==> config.mk <==
export PLATFORM = sky130hd
export DESIGN_NAME = psd_merge
export DESIGN_NICKNAME = d
export VERILOG_FILES = /design/src/sv/psd_pkg.sv /design/src/sv/psd_merge.sv
export SDC_FILE = /design/constraint.sdc
export NUM_CORES = 1
export LEC_CHECK = 0
export ABC_AREA = 1
export ABC_CLOCK_PERIOD_IN_PS = 6300
export BUFFER_PORTS_ARGS = -buffer_cell sky130_fd_sc_hd__buf_2
export CAP_MARGIN = 25
export CORE_UTILIZATION = 25
export DETAILED_ROUTE_END_ITERATION = 12
export PLACE_DENSITY = 0.43
export SYNTH_ARGS = -nofsm -noshare
export SYNTH_HDL_FRONTEND = slang
export SYNTH_SLANG_ARGS = --single-unit
==> constraint.sdc <==
create_clock -name aclk -period 6.3 [get_ports aclk]
set_clock_uncertainty 0.15 [all_clocks]
set_input_delay 0.945 -clock aclk [delete_from_list [all_inputs] [get_ports aclk]]
set_output_delay 0.945 -clock aclk [all_outputs]
set_load 0.02 [all_outputs]
==> src/sv/psd_pkg.sv <==
// ----------------------------------------------------------------------------
// psd_pkg
// Shared widths, payload types, register codes and helpers for the
// primitive signed distance unit.
// ----------------------------------------------------------------------------
package psd_pkg;

    localparam int COORD_W    = 32;               // coordinate width, signed
    localparam int FRAC_W     = 16;               // fraction bits
    localparam int LANES      = 3;                // one lane per axis
    localparam int DIFF_W     = COORD_W + 1;      // p - c, signed
    localparam int Q_W        = DIFF_W + 1;       // box offset q, signed
    localparam int PROD_W     = 2 * DIFF_W;       // lane product, unsigned
    localparam int SUM_W      = PROD_W + 3;       // signed sum of three products
    localparam int ROOT_W     = DIFF_W;           // square root width
    localparam int RAD_W      = 2 * ROOT_W;       // radicand width
    localparam int REM_W      = ROOT_W + 2;       // root remainder width
    localparam int OFS_W      = Q_W;              // offset added to the root
    localparam int FIN_W      = ROOT_W + 2;       // root plus offset, signed
    localparam int RADIUS_W   = COORD_W - 1;
    localparam int CFG_ADDR_W = 4;

    localparam logic signed [COORD_W-1:0] DIST_MAX = {1'b0, {(COORD_W-1){1'b1}}};
    localparam logic signed [COORD_W-1:0] DIST_MIN = {1'b1, {(COORD_W-1){1'b0}}};
    localparam logic [RADIUS_W-1:0] RADIUS_RESET = RADIUS_W'(1) << FRAC_W;

    typedef enum logic [1:0] {
        SHAPE_SPHERE = 2'd0,
        SHAPE_PLANE  = 2'd1,
        SHAPE_BOX    = 2'd2
    } shape_t;

    typedef enum logic [CFG_ADDR_W-1:0] {
        REG_SHAPE_KIND = 4'd0,
        REG_CENTER_X   = 4'd1,
        REG_CENTER_Y   = 4'd2,
        REG_CENTER_Z   = 4'd3,
        REG_VEC_X      = 4'd4,
        REG_VEC_Y      = 4'd5,
        REG_VEC_Z      = 4'd6,
        REG_RADIUS     = 4'd7
    } cfg_reg_t;

    typedef struct packed {
        logic signed [COORD_W-1:0] point_x;
        logic signed [COORD_W-1:0] point_y;
        logic signed [COORD_W-1:0] point_z;
    } in_t;

    typedef struct packed {
        logic signed [COORD_W-1:0] distance;
        logic                      saturated;
    } out_t;

    // per-axis result of one lane
    typedef struct packed {
        logic [PROD_W-1:0]     prod;
        logic                  neg;
        logic signed [Q_W-1:0] q;
    } lane_t;

    // data that rides along with the root pipeline
    typedef struct packed {
        logic signed [OFS_W-1:0] ofs;
        logic [COORD_W-1:0]      pdist;
        logic                    psat;
    } side_t;

    // pipeline control between stages
    typedef struct packed {
        logic adv;
        logic vld;
    } pipe_ctl_t;

    function automatic logic [DIFF_W-1:0] mag_f(input logic signed [DIFF_W-1:0] x);
        return x[DIFF_W-1] ? DIFF_W'(-x) : DIFF_W'(x);
    endfunction

endpackage

==> src/sv/psd_merge.sv <==
// ----------------------------------------------------------------------------
// psd_merge
// Combines the three lanes: signed sum of products, largest box offset,
// plane magnitude with saturation, and the radicand for the root.
// ----------------------------------------------------------------------------
module psd_merge (
    input  logic                        aclk,
    input  logic                        aresetn,
    input  psd_pkg::pipe_ctl_t          ctl,
    input  logic [1:0]                  kind,
    input  logic [psd_pkg::RADIUS_W-1:0] radius,
    input  psd_pkg::lane_t              lanes [psd_pkg::LANES],
    output logic                        out_valid,
    output logic [psd_pkg::RAD_W-1:0]   rad,
    output psd_pkg::side_t              side
);
    import psd_pkg::*;

    logic signed [SUM_W-1:0] sum_reg, sum_next;
    logic signed [Q_W-1:0]   top_reg, top_next;
    logic                    vd_reg, ve_reg;
    logic [RAD_W-1:0]        rad_reg;
    side_t                   side_reg, side_next;
    logic signed [SUM_W-1:0] term [LANES];
    logic [SUM_W-1:0]        absv;
    logic                    psat;

    // stage d: signed sum and largest box offset, capped at zero
    always_comb begin
        for (int i = 0; i < LANES; i++) begin
            term[i] = lanes[i].neg ? -$signed(SUM_W'(lanes[i].prod))
                                   : $signed(SUM_W'(lanes[i].prod));
        end
        sum_next = term[0] + term[1] + term[2];
        top_next = lanes[0].q;
        if (lanes[1].q > top_next) top_next = lanes[1].q;
        if (lanes[2].q > top_next) top_next = lanes[2].q;
        if (top_next > 0) top_next = '0;
    end

    // stage e: plane magnitude and root offset
    always_comb begin
        absv = sum_reg[SUM_W-1] ? SUM_W'(-sum_reg) : SUM_W'(sum_reg);
        psat = |absv[SUM_W-1:FRAC_W+COORD_W-1];
        side_next.psat  = psat;
        side_next.pdist = psat ? DIST_MAX : {1'b0, absv[FRAC_W+COORD_W-2:FRAC_W]};
        side_next.ofs   = (kind == SHAPE_SPHERE) ? -$signed({{(OFS_W-RADIUS_W){1'b0}}, radius})
                                                 : top_reg;
    end

    always_ff @(posedge aclk) begin
        if (!aresetn) begin
            vd_reg <= 1'b0;
            ve_reg <= 1'b0;
        end else if (ctl.adv) begin
            vd_reg <= ctl.vld;
            ve_reg <= vd_reg;
        end
    end

    always_ff @(posedge aclk) begin
        if (ctl.adv) begin
            sum_reg  <= sum_next;
            top_reg  <= top_next;
            rad_reg  <= sum_reg[RAD_W-1:0];
            side_reg <= side_next;
        end
    end

    assign out_valid = ve_reg;
    assign rad       = rad_reg;
    assign side      = side_reg;

endmodule

==> metrics <==
status finished clean; Routed WL 98.4 mm; Synth Register Bits 237; fin crit period 5.72 ns; Syn Area/Cell 7.55 sq um; leading area contributor after synthesis edfxtp_1; drt drc 0; routed vias 23,800; global-route wire length before repair 147 mm; top-area cell type share of the netlist area 29.1%; Switching Power 4430 uW; launch point of the critical path lanes[37]; Most common cell on crit path nand2_1; Final Non-Filler Cells 5,163; CTS tree built; PD cells 321 nW/um^2; hpwl dp 86.3 mm; maxcap violations 0; # nets final 4,419; kind of critical path in -> reg; HP Class reg -> reg; CP Launch Type input pin; Pwr Total 9830 uW; per-cell routed wire length 19.1 um; crit path DAT 5.87 ns; htree depth 1; leakage 0.0134 uW; post-DR vias/cell 4.62; layout cell share with drive strength beyond 1 21.3%; DR pass1 iterations 5; largest delay contributor family on the critical path simple AND/OR/NAND/NOR gates; Clock Path Buffers 3; crit path max-delay cell type fa_1; Reg power frac 30.1%; later-pin clock latency in the skew report 0.58 ns; postcts setup bufs 0; area of the multi-input gates 15,100 sq um; Worst Path Max Fanout 4; Area growth syn-to-layout 26.2%; root buffer cell clkbuf_16; pre-CTS setup slack -0.0165 ns; Worst-path clk slew 0.06 ns; fmax 175 MHz; Initial DRC Count 1,479; GR Overflow Total 0; Slew Limit Fails 0; final hold vios 0; Die Ht 313 um; largest net degree at the start of global routing 118; final worst slack 0.584 ns; Worst path max stage delay 0.48 ns; Post-CTS Resized 0; Setup TNS Final 0 ns; worst path buffer plus inverter count 3; Cell Area, Synth 24,200 sq um; total global-route track usage 19.6%; warnings from Yosys 0; Slew headroom 31.8%; Distinct cells, synth 58; Sw Ratio 45.1%; Commonest cells post-synth nand2_1 (557), nor2_1 (466), inv_1 (430); I/O pin count 474; DRT antenna net count 0; Gate Count Post-Synth 3,208; worst endpoint required time 6.45 ns; reg2reg start sum_reg[11]; port bufs 472; width of the die 313 um; maximum VDD drop 0.235 mV; hold_sp sum_reg[1]; CP Capture Type register; top-count cell post-synth nand2_1; post-synth net total 3,756; vias in the first global route 24,100; top post-synthesis cells by area edfxtp_1 (29%), nand2_1 (8.6%), nor2_1 (7.2%); total clock sinks 237; die area 98,100 sq um; Internal Power 5390 uW; number of synthesized flops with an enable pin 235; combinational power share 53.3%; max reg flops 69; clock group share of total power 16.5%; Tightest Pin Transition 1.02 ns; # rows 113; initial antenna violation count 9; routability cong. 0.951; Main synth FF type edfxtp_1; Core Area 95,400 sq um; cell count after placement 5,106; post-route clock period utilization 90.7%; Synth async-reset ratio 0%; endpoints failing setup 0; # fillers 10,500; CTS Hold Buffers Added 0; starting density of the core 25.4%; RSZ-0062 raised after global routing false; sequential fraction of the synthesis area 29.3%; TritonCTS Buffers 28; final core utilization 32.0%; register area 7100 sq um
==> layer usage <==
layer | GRT usage (%) | routed length (um)
met1 | 27.3 | 46600
met2 | 32.7 | 45200
met3 | 1.36 | 4080
met4 | 5.33 | 2550
met5 | 0 | 17
==> power groups by stage <==
stage / registers, uW / clock network, uW / logic [uW]
6_report: 2960 / 1620 / 5240
5_1_grt: 3020 / 1730 / 5830
4_1_cts: 2980 / 1670 / 5260
3_5_place_dp: 3010 / 0 / 5240
3_3_place_gp: 3010 / 0 / 5250
2_1_floorplan: 2910 / 0 / 2900
==> cell families after synthesis <==
logic type	count (synthesis)	share of synthesized area (%)
fa+ha+maj	208	12.9
other cells	1	0.0155
simple gates	1476	26.9
buf+inv	498	8.17
flops	237	29.3
compound gates	461	10.8
xor+xnor	327	11.9
==> worst paths after layout <==
kind | endpoint | slack (ns) | cells past startpoint
hold reg to reg | rad[1] | 0.30 | 0
hold / removal | rad[1] | 0.30 | 0
setup / recovery | sum_reg[68] | 0.58 | 25
setup reg to reg | side[13] | 2.25 | 15
==> through the flow <==
step,area [sq um],hold slack [ns]
2_1_floorplan,24200,0.276
3_3_place_gp,29600,0.282
3_5_place_dp,29600,0.287
4_1_cts,30600,0.302
5_1_grt,30600,0.311
6_report,30600,0.298
==> placed cells by master, fill, tap and decap left out, types with 61 or more instances in the layout <==
cell        n
a21oi_1   194
buf_2     471
buf_4     211
edfxtp_1  235
fa_1       69
ha_1      139
inv_1     430
nand2_1   556
nand3_1   163
nor2_1    465
nor3_1     78
nor4_1     61
o21ai_0   128
xnor2_1   127
xor2_1    199
==> final cells by class <==
type	count	share of cell area, %
Antenna cell	5	0.0409
Clock buffer	28	2.29
Clock inverter	24	0.753
Inverter	438	5.38
Multi-Input combinational cell	2473	49.6
Sequential cell	237	23.2
Tap cell	1265	5.18
Timing Repair Buffer	693	13.6
==> worst reg2reg max path, stage by stage, from the launching register on <==
cell and delay, ns:
edfxtp_1 0.45, or2_1 0.27, nor2_1 0.09, nand3_1 0.14, nor2_4 0.26, inv_2 0.08, nor2_1 0.29, nand2_1 0.21
nor3_2 0.30, nand2_1 0.12, nand2_1 0.09, xnor2_1 0.06, nor3_1 0.20, nand3_1 0.17, nor2_4 0.57, nand3_1 0.26
(Power assumes the default switching activity.)
