[src/sv/psd_pkg.sv]
// ----------------------------------------------------------------------------
// psd_pkg
// Shared widths, payload types, register codes and helpers for the
// primitive signed distance unit.
// ----------------------------------------------------------------------------
package psd_pkg;

    localparam int COORD_W    = 32;               // coordinate width, signed
    localparam int FRAC_W     = 16;               // fraction bits
    localparam int LANES      = 3;                // one lane per axis
    localparam int DIFF_W     = COORD_W + 1;      // p - c, signed
    localparam int Q_W        = DIFF_W + 1;       // box offset q, signed
    localparam int PROD_W     = 2 * DIFF_W;       // lane product, unsigned
    localparam int SUM_W      = PROD_W + 3;       // signed sum of three products
    localparam int ROOT_W     = DIFF_W;           // square root width
    localparam int RAD_W      = 2 * ROOT_W;       // radicand width
    localparam int REM_W      = ROOT_W + 2;       // root remainder width
    localparam int OFS_W      = Q_W;              // offset added to the root
    localparam int FIN_W      = ROOT_W + 2;       // root plus offset, signed
    localparam int RADIUS_W   = COORD_W - 1;
    localparam int CFG_ADDR_W = 4;

    localparam logic signed [COORD_W-1:0] DIST_MAX = {1'b0, {(COORD_W-1){1'b1}}};
    localparam logic signed [COORD_W-1:0] DIST_MIN = {1'b1, {(COORD_W-1){1'b0}}};
    localparam logic [RADIUS_W-1:0] RADIUS_RESET = RADIUS_W'(1) << FRAC_W;

    typedef enum logic [1:0] {
        SHAPE_SPHERE = 2'd0,
        SHAPE_PLANE  = 2'd1,
        SHAPE_BOX    = 2'd2
    } shape_t;

    typedef enum logic [CFG_ADDR_W-1:0] {
        REG_SHAPE_KIND = 4'd0,
        REG_CENTER_X   = 4'd1,
        REG_CENTER_Y   = 4'd2,
        REG_CENTER_Z   = 4'd3,
        REG_VEC_X      = 4'd4,
        REG_VEC_Y      = 4'd5,
        REG_VEC_Z      = 4'd6,
        REG_RADIUS     = 4'd7
    } cfg_reg_t;

    typedef struct packed {
        logic signed [COORD_W-1:0] point_x;
        logic signed [COORD_W-1:0] point_y;
        logic signed [COORD_W-1:0] point_z;
    } in_t;

    typedef struct packed {
        logic signed [COORD_W-1:0] distance;
        logic                      saturated;
    } out_t;

    // per-axis result of one lane
    typedef struct packed {
        logic [PROD_W-1:0]     prod;
        logic                  neg;
        logic signed [Q_W-1:0] q;
    } lane_t;

    // data that rides along with the root pipeline
    typedef struct packed {
        logic signed [OFS_W-1:0] ofs;
        logic [COORD_W-1:0]      pdist;
        logic                    psat;
    } side_t;

    // pipeline control between stages
    typedef struct packed {
        logic adv;
        logic vld;
    } pipe_ctl_t;

    function automatic logic [DIFF_W-1:0] mag_f(input logic signed [DIFF_W-1:0] x);
        return x[DIFF_W-1] ? DIFF_W'(-x) : DIFF_W'(x);
    endfunction

endpackage

[src/sv/psd_lane.sv]
// ----------------------------------------------------------------------------
// psd_lane
// One axis lane: offset from the center, magnitudes, box offset and the
// lane product (square or normal product), three pipeline stages.
// ----------------------------------------------------------------------------
module psd_lane (
    input  logic                         aclk,
    input  logic                         adv,
    input  logic [1:0]                   kind,
    input  logic [psd_pkg::COORD_W-1:0]  point,
    input  logic [psd_pkg::COORD_W-1:0]  center,
    input  logic [psd_pkg::COORD_W-1:0]  vec,
    output psd_pkg::lane_t               res
);
    import psd_pkg::*;

    logic signed [DIFF_W-1:0] d_reg, d_next;
    logic signed [DIFF_W-1:0] vc_reg, vc_next;
    logic [DIFF_W-1:0]        a_reg, a_next;
    logic [DIFF_W-1:0]        b_reg, b_next;
    logic                     negb_reg, negb_next;
    logic signed [Q_W-1:0]    qb_reg, qb_next;
    logic [PROD_W-1:0]        prod_reg, prod_next;
    logic                     negc_reg;
    logic signed [Q_W-1:0]    qc_reg;
    logic [DIFF_W-1:0]        dm, vm, nm;

    // stage a: offsets from the center
    always_comb begin
        d_next  = DIFF_W'($signed(point)) - DIFF_W'($signed(center));
        vc_next = DIFF_W'($signed(vec)) - DIFF_W'($signed(center));
    end

    // stage b: magnitudes, box offset, multiplier operands
    always_comb begin
        dm      = mag_f(d_reg);
        vm      = mag_f(vc_reg);
        nm      = mag_f(DIFF_W'($signed(vec)));
        qb_next = $signed({1'b0, dm}) - $signed({1'b0, vm});
        if (kind == SHAPE_BOX) begin
            a_next = (qb_next > 0) ? qb_next[DIFF_W-1:0] : '0;
        end else begin
            a_next = dm;
        end
        b_next    = (kind == SHAPE_PLANE) ? nm : a_next;
        negb_next = (kind == SHAPE_PLANE) && (d_reg[DIFF_W-1] ^ vec[COORD_W-1]);
    end

    // stage c: lane product
    assign prod_next = PROD_W'(a_reg) * PROD_W'(b_reg);

    always_ff @(posedge aclk) begin
        if (adv) begin
            d_reg    <= d_next;
            vc_reg   <= vc_next;
            a_reg    <= a_next;
            b_reg    <= b_next;
            negb_reg <= negb_next;
            qb_reg   <= qb_next;
            prod_reg <= prod_next;
            negc_reg <= negb_reg;
            qc_reg   <= qb_reg;
        end
    end

    assign res.prod = prod_reg;
    assign res.neg  = negc_reg;
    assign res.q    = qc_reg;

endmodule

[config.mk]
export PLATFORM = sky130hd
export DESIGN_NAME = psd_lane
export DESIGN_NICKNAME = d
export VERILOG_FILES = /design/src/sv/psd_pkg.sv /design/src/sv/psd_lane.sv
export SDC_FILE = /design/constraint.sdc
export NUM_CORES = 2
export LEC_CHECK = 0
export BUFFER_PORTS_ARGS = -buffer_cell sky130_fd_sc_hd__buf_4
export CAP_MARGIN = 30
export CORE_AREA = 3 3 297 299
export CTS_BUF_LIST = sky130_fd_sc_hd__clkbuf_8
export DETAILED_ROUTE_END_ITERATION = 6
export DIE_AREA = 0 0 300 302
export PLACE_DENSITY = 0.77
export SETUP_SLACK_MARGIN = 0.2
export SLEW_MARGIN = 20
export SYNTH_ARGS = -nofsm -noshare
export SYNTH_HDL_FRONTEND = slang
export SYNTH_SLANG_ARGS = --single-unit
[constraint.sdc]
create_clock -name aclk -period 11.56 [get_ports aclk]
set_clock_uncertainty 0.2 [all_clocks]
set_input_delay 1.734 -clock aclk [delete_from_list [all_inputs] [get_ports aclk]]
set_output_delay 1.734 -clock aclk [all_outputs]
set_load 0.01 [all_outputs]
==> out/qor.txt <==
status = finished clean
io pins = 201
Yosys warning count = 0
Worst path top cell family by delay = adder cells
Gates resized, CTS repair = 0
Total GRT Usage = 31.12%
CP max stage delay = 0.92 ns
Non-Filler Instances = 6701
worst hold start = qb_reg[20]$_DFFE_PP_
gpl congestion = 1.019
Min-Delay Path Class = reg -> reg
CTS tree = done
Hold Fails Final Rpt = 0
Worst Path Required = 11.74 ns
critical path's slowest cell = edfxtp_1
CTS Buf Count = 44
synth unique cells = 79
vias = 38410
Seq cells post-synth = 268
Initial Utilization = 60.10%
synth-to-layout area growth = 6.771%
FFs w/ async S/R, synth = 0%
Initial DRC Count = 3135
Post-Syn Nets = 6889
DR vias/cell = 5.732
footprint of the multi-input gates = 38130 sq um
ANT nets after route = 0
Final Util = 64.17%
Startpoint Class = flop
Seq. cell area = 8048 sq um
worst-skew pair later-pin latency = 0.68 ns
DIE HEIGHT = 302 microns
Wirelength per Cell = 20.28 microns
Arr. time, crit path = 9.80 ns
most common cell after layout, fill and taps aside = inv_1
Top FF cell, synth = edfxtp_1
max reg flops = 66
EDFF count, synth = 268
Fin Setup TNS = 0 ns
total grt overflow = 0
worst-path cell chain = buf_4 -> nand2_1 -> fa_1 -> fa_1 -> inv_1 -> fa_1 -> fa_1 -> fa_1 -> fa_1 -> fa_1 -> fa_1 -> ha_1 -> a21o_1 -> a21o_1 -> a21oi_1 -> a21boi_0 -> o21ai_0 -> a31oi_1 -> o21ai_0 -> a221oi_1 -> o211ai_1 -> xor2_1
crit path launch = a_reg[15]$_DFFE_PP_
Cell Rows = 107
Core ar. = 85410 sq um
first-pass GRT wire length = 219600 microns
unrepaired setup endpoints after global routing = no
hold buffer count at cts = 0
Total Nets Final = 6951
Synth Instances = 5463
clock transition at the registers of the reported paths = 0.07 ns
CP most frequent cell = fa_1
slew at the pin closest to its max-slew limit = 1.045 ns
DRC = 0
CTS sink count = 268
largest net degree at the start of global routing = 132
Die Span X = 300 microns
vias in the first global route = 40550
CP endpoint kind = flop
slew margin rel. = 30.36%
DRT Wirelength = 135900 microns
CP bufs+invs = 2
clock root buffer master = clkbuf_8
DRT Pass-1 Iters = 6
Port-buffer cells = 200
Crit Path Class = reg -> reg
FILL cells = 7078
Max Transition Viols Final = 0
post-route minimum period = 9.622 ns
share of layout cells above drive strength 1 = 6.590%
# Max-Cap Violations = 0
r2r startpoint = a_reg[15]$_DFFE_PP_
commonest cells after routing, fill and taps aside = 1113 x inv_1, 961 x fa_1, 678 x nand2_1, 570 x and2_1, 365 x ha_1
clk buf depth = 3
Avg Inst Size Synth = 9.396 sq um
Tcrit/Tclk final = 83.23%
peak fanout along the critical path = 19
placed cells = 6617
full die area = 90600 sq um
H-tree depth = 2
initial antenna violation count = 6
final setup violation count = 0
Post-CTS Setup Bufs = 0
synthesized area = 51330 sq um
sequential share of the synthesized area = 15.68%
Post-DP HPWL = 109200 microns
FMAX = 0.1039 GHz
-- stage by stage --
| step | hold slack, ns | instance area (sq um) | setup slack, ns |
|---|---|---|---|
| 3_5_place_dp | 0.2045 | 53860 | 2.242 |
| 3_3_place_gp | 0.2009 | 53820 | 2.238 |
| 2_1_floorplan | 0.2003 | 51330 | 3.759 |
| 6_report | 0.1952 | 54810 | 1.938 |
| 4_1_cts | 0.2012 | 54710 | 2.152 |
| 5_1_grt | 0.2043 | 54800 | 1.723 |
-- layer usage --
metal | GRT usage, % | routed length, microns | vias to the layer above
met1 | 41.35 | 54460 | 19350
met4 | 14.45 | 6917 | 4
met5 | 0 | 34 | -
met3 | 5.239 | 11090 | 348
met2 | 50.44 | 63430 | 1674
li1 | - | - | 17030
-- worst paths after layout --
check,slack (ns),cells past startpoint,to
max,1.94,22,prod_reg[64]$_DFFE_PP_
min,0.20,0,qc_reg[20]$_DFFE_PP_
max reg2reg,1.94,22,prod_reg[64]$_DFFE_PP_
min reg2reg,0.20,0,qc_reg[20]$_DFFE_PP_
-- synthesized netlist by cell type, types with 16 or more instances --
cell,count,share of area [%]
a211oi_1,16,0.23
a21o_1,85,1.2
a21oi_1,208,2.0
a31oi_1,24,0.29
and2_1,570,6.9
and3_1,16,0.20
clkbuf_1,256,1.9
edfxtp_1,268,16
fa_1,961,37
ha_1,365,8.9
inv_1,1104,8.1
nand2_1,678,5.0
nand2b_1,21,0.26
nand3_1,49,0.48
nand4_1,22,0.27
nor2_1,112,0.82
nor2b_1,22,0.27
nor3_1,28,0.27
o21a_1,19,0.28
o21ai_0,133,1.3
o21bai_1,25,0.37
o31ai_1,31,0.45
xnor2_1,129,2.2
xor2_1,101,1.7
-- cell families (layout without fill, tap and decap cells) --
| kind of cell | count (synthesis) | count (layout) | share of synthesized area, % |
|---|---|---|---|
| AOI/OAI and AO/OA | 667 | 667 | 8.221 |
| xor gates and xnor gates | 230 | 230 | 3.924 |
| adders and majority gates | 1328 | 1328 | 46.41 |
| buffers and inverters | 1371 | 1462 | 10.03 |
| DFF | 268 | 268 | 15.68 |
| muxes | 6 | 6 | 0.1316 |
| other | 0 | 3 | 0 |
| and+or+nand+nor | 1593 | 1593 | 15.60 |
-- layout make-up --
class	count	share of cell area, %
inverters	1105	7.568
diodes	3	0.01370
multi-input cells	3824	69.58
clock buffers	44	1.105
well taps	1144	2.612
flip-flops and latches	268	14.68
clock inverters	31	0.4474
repair buffers	282	3.995
Power is left out: the tool's default activity adds up to more than one toggle a clock period on the data nets, which glitch-free logic cannot reach.
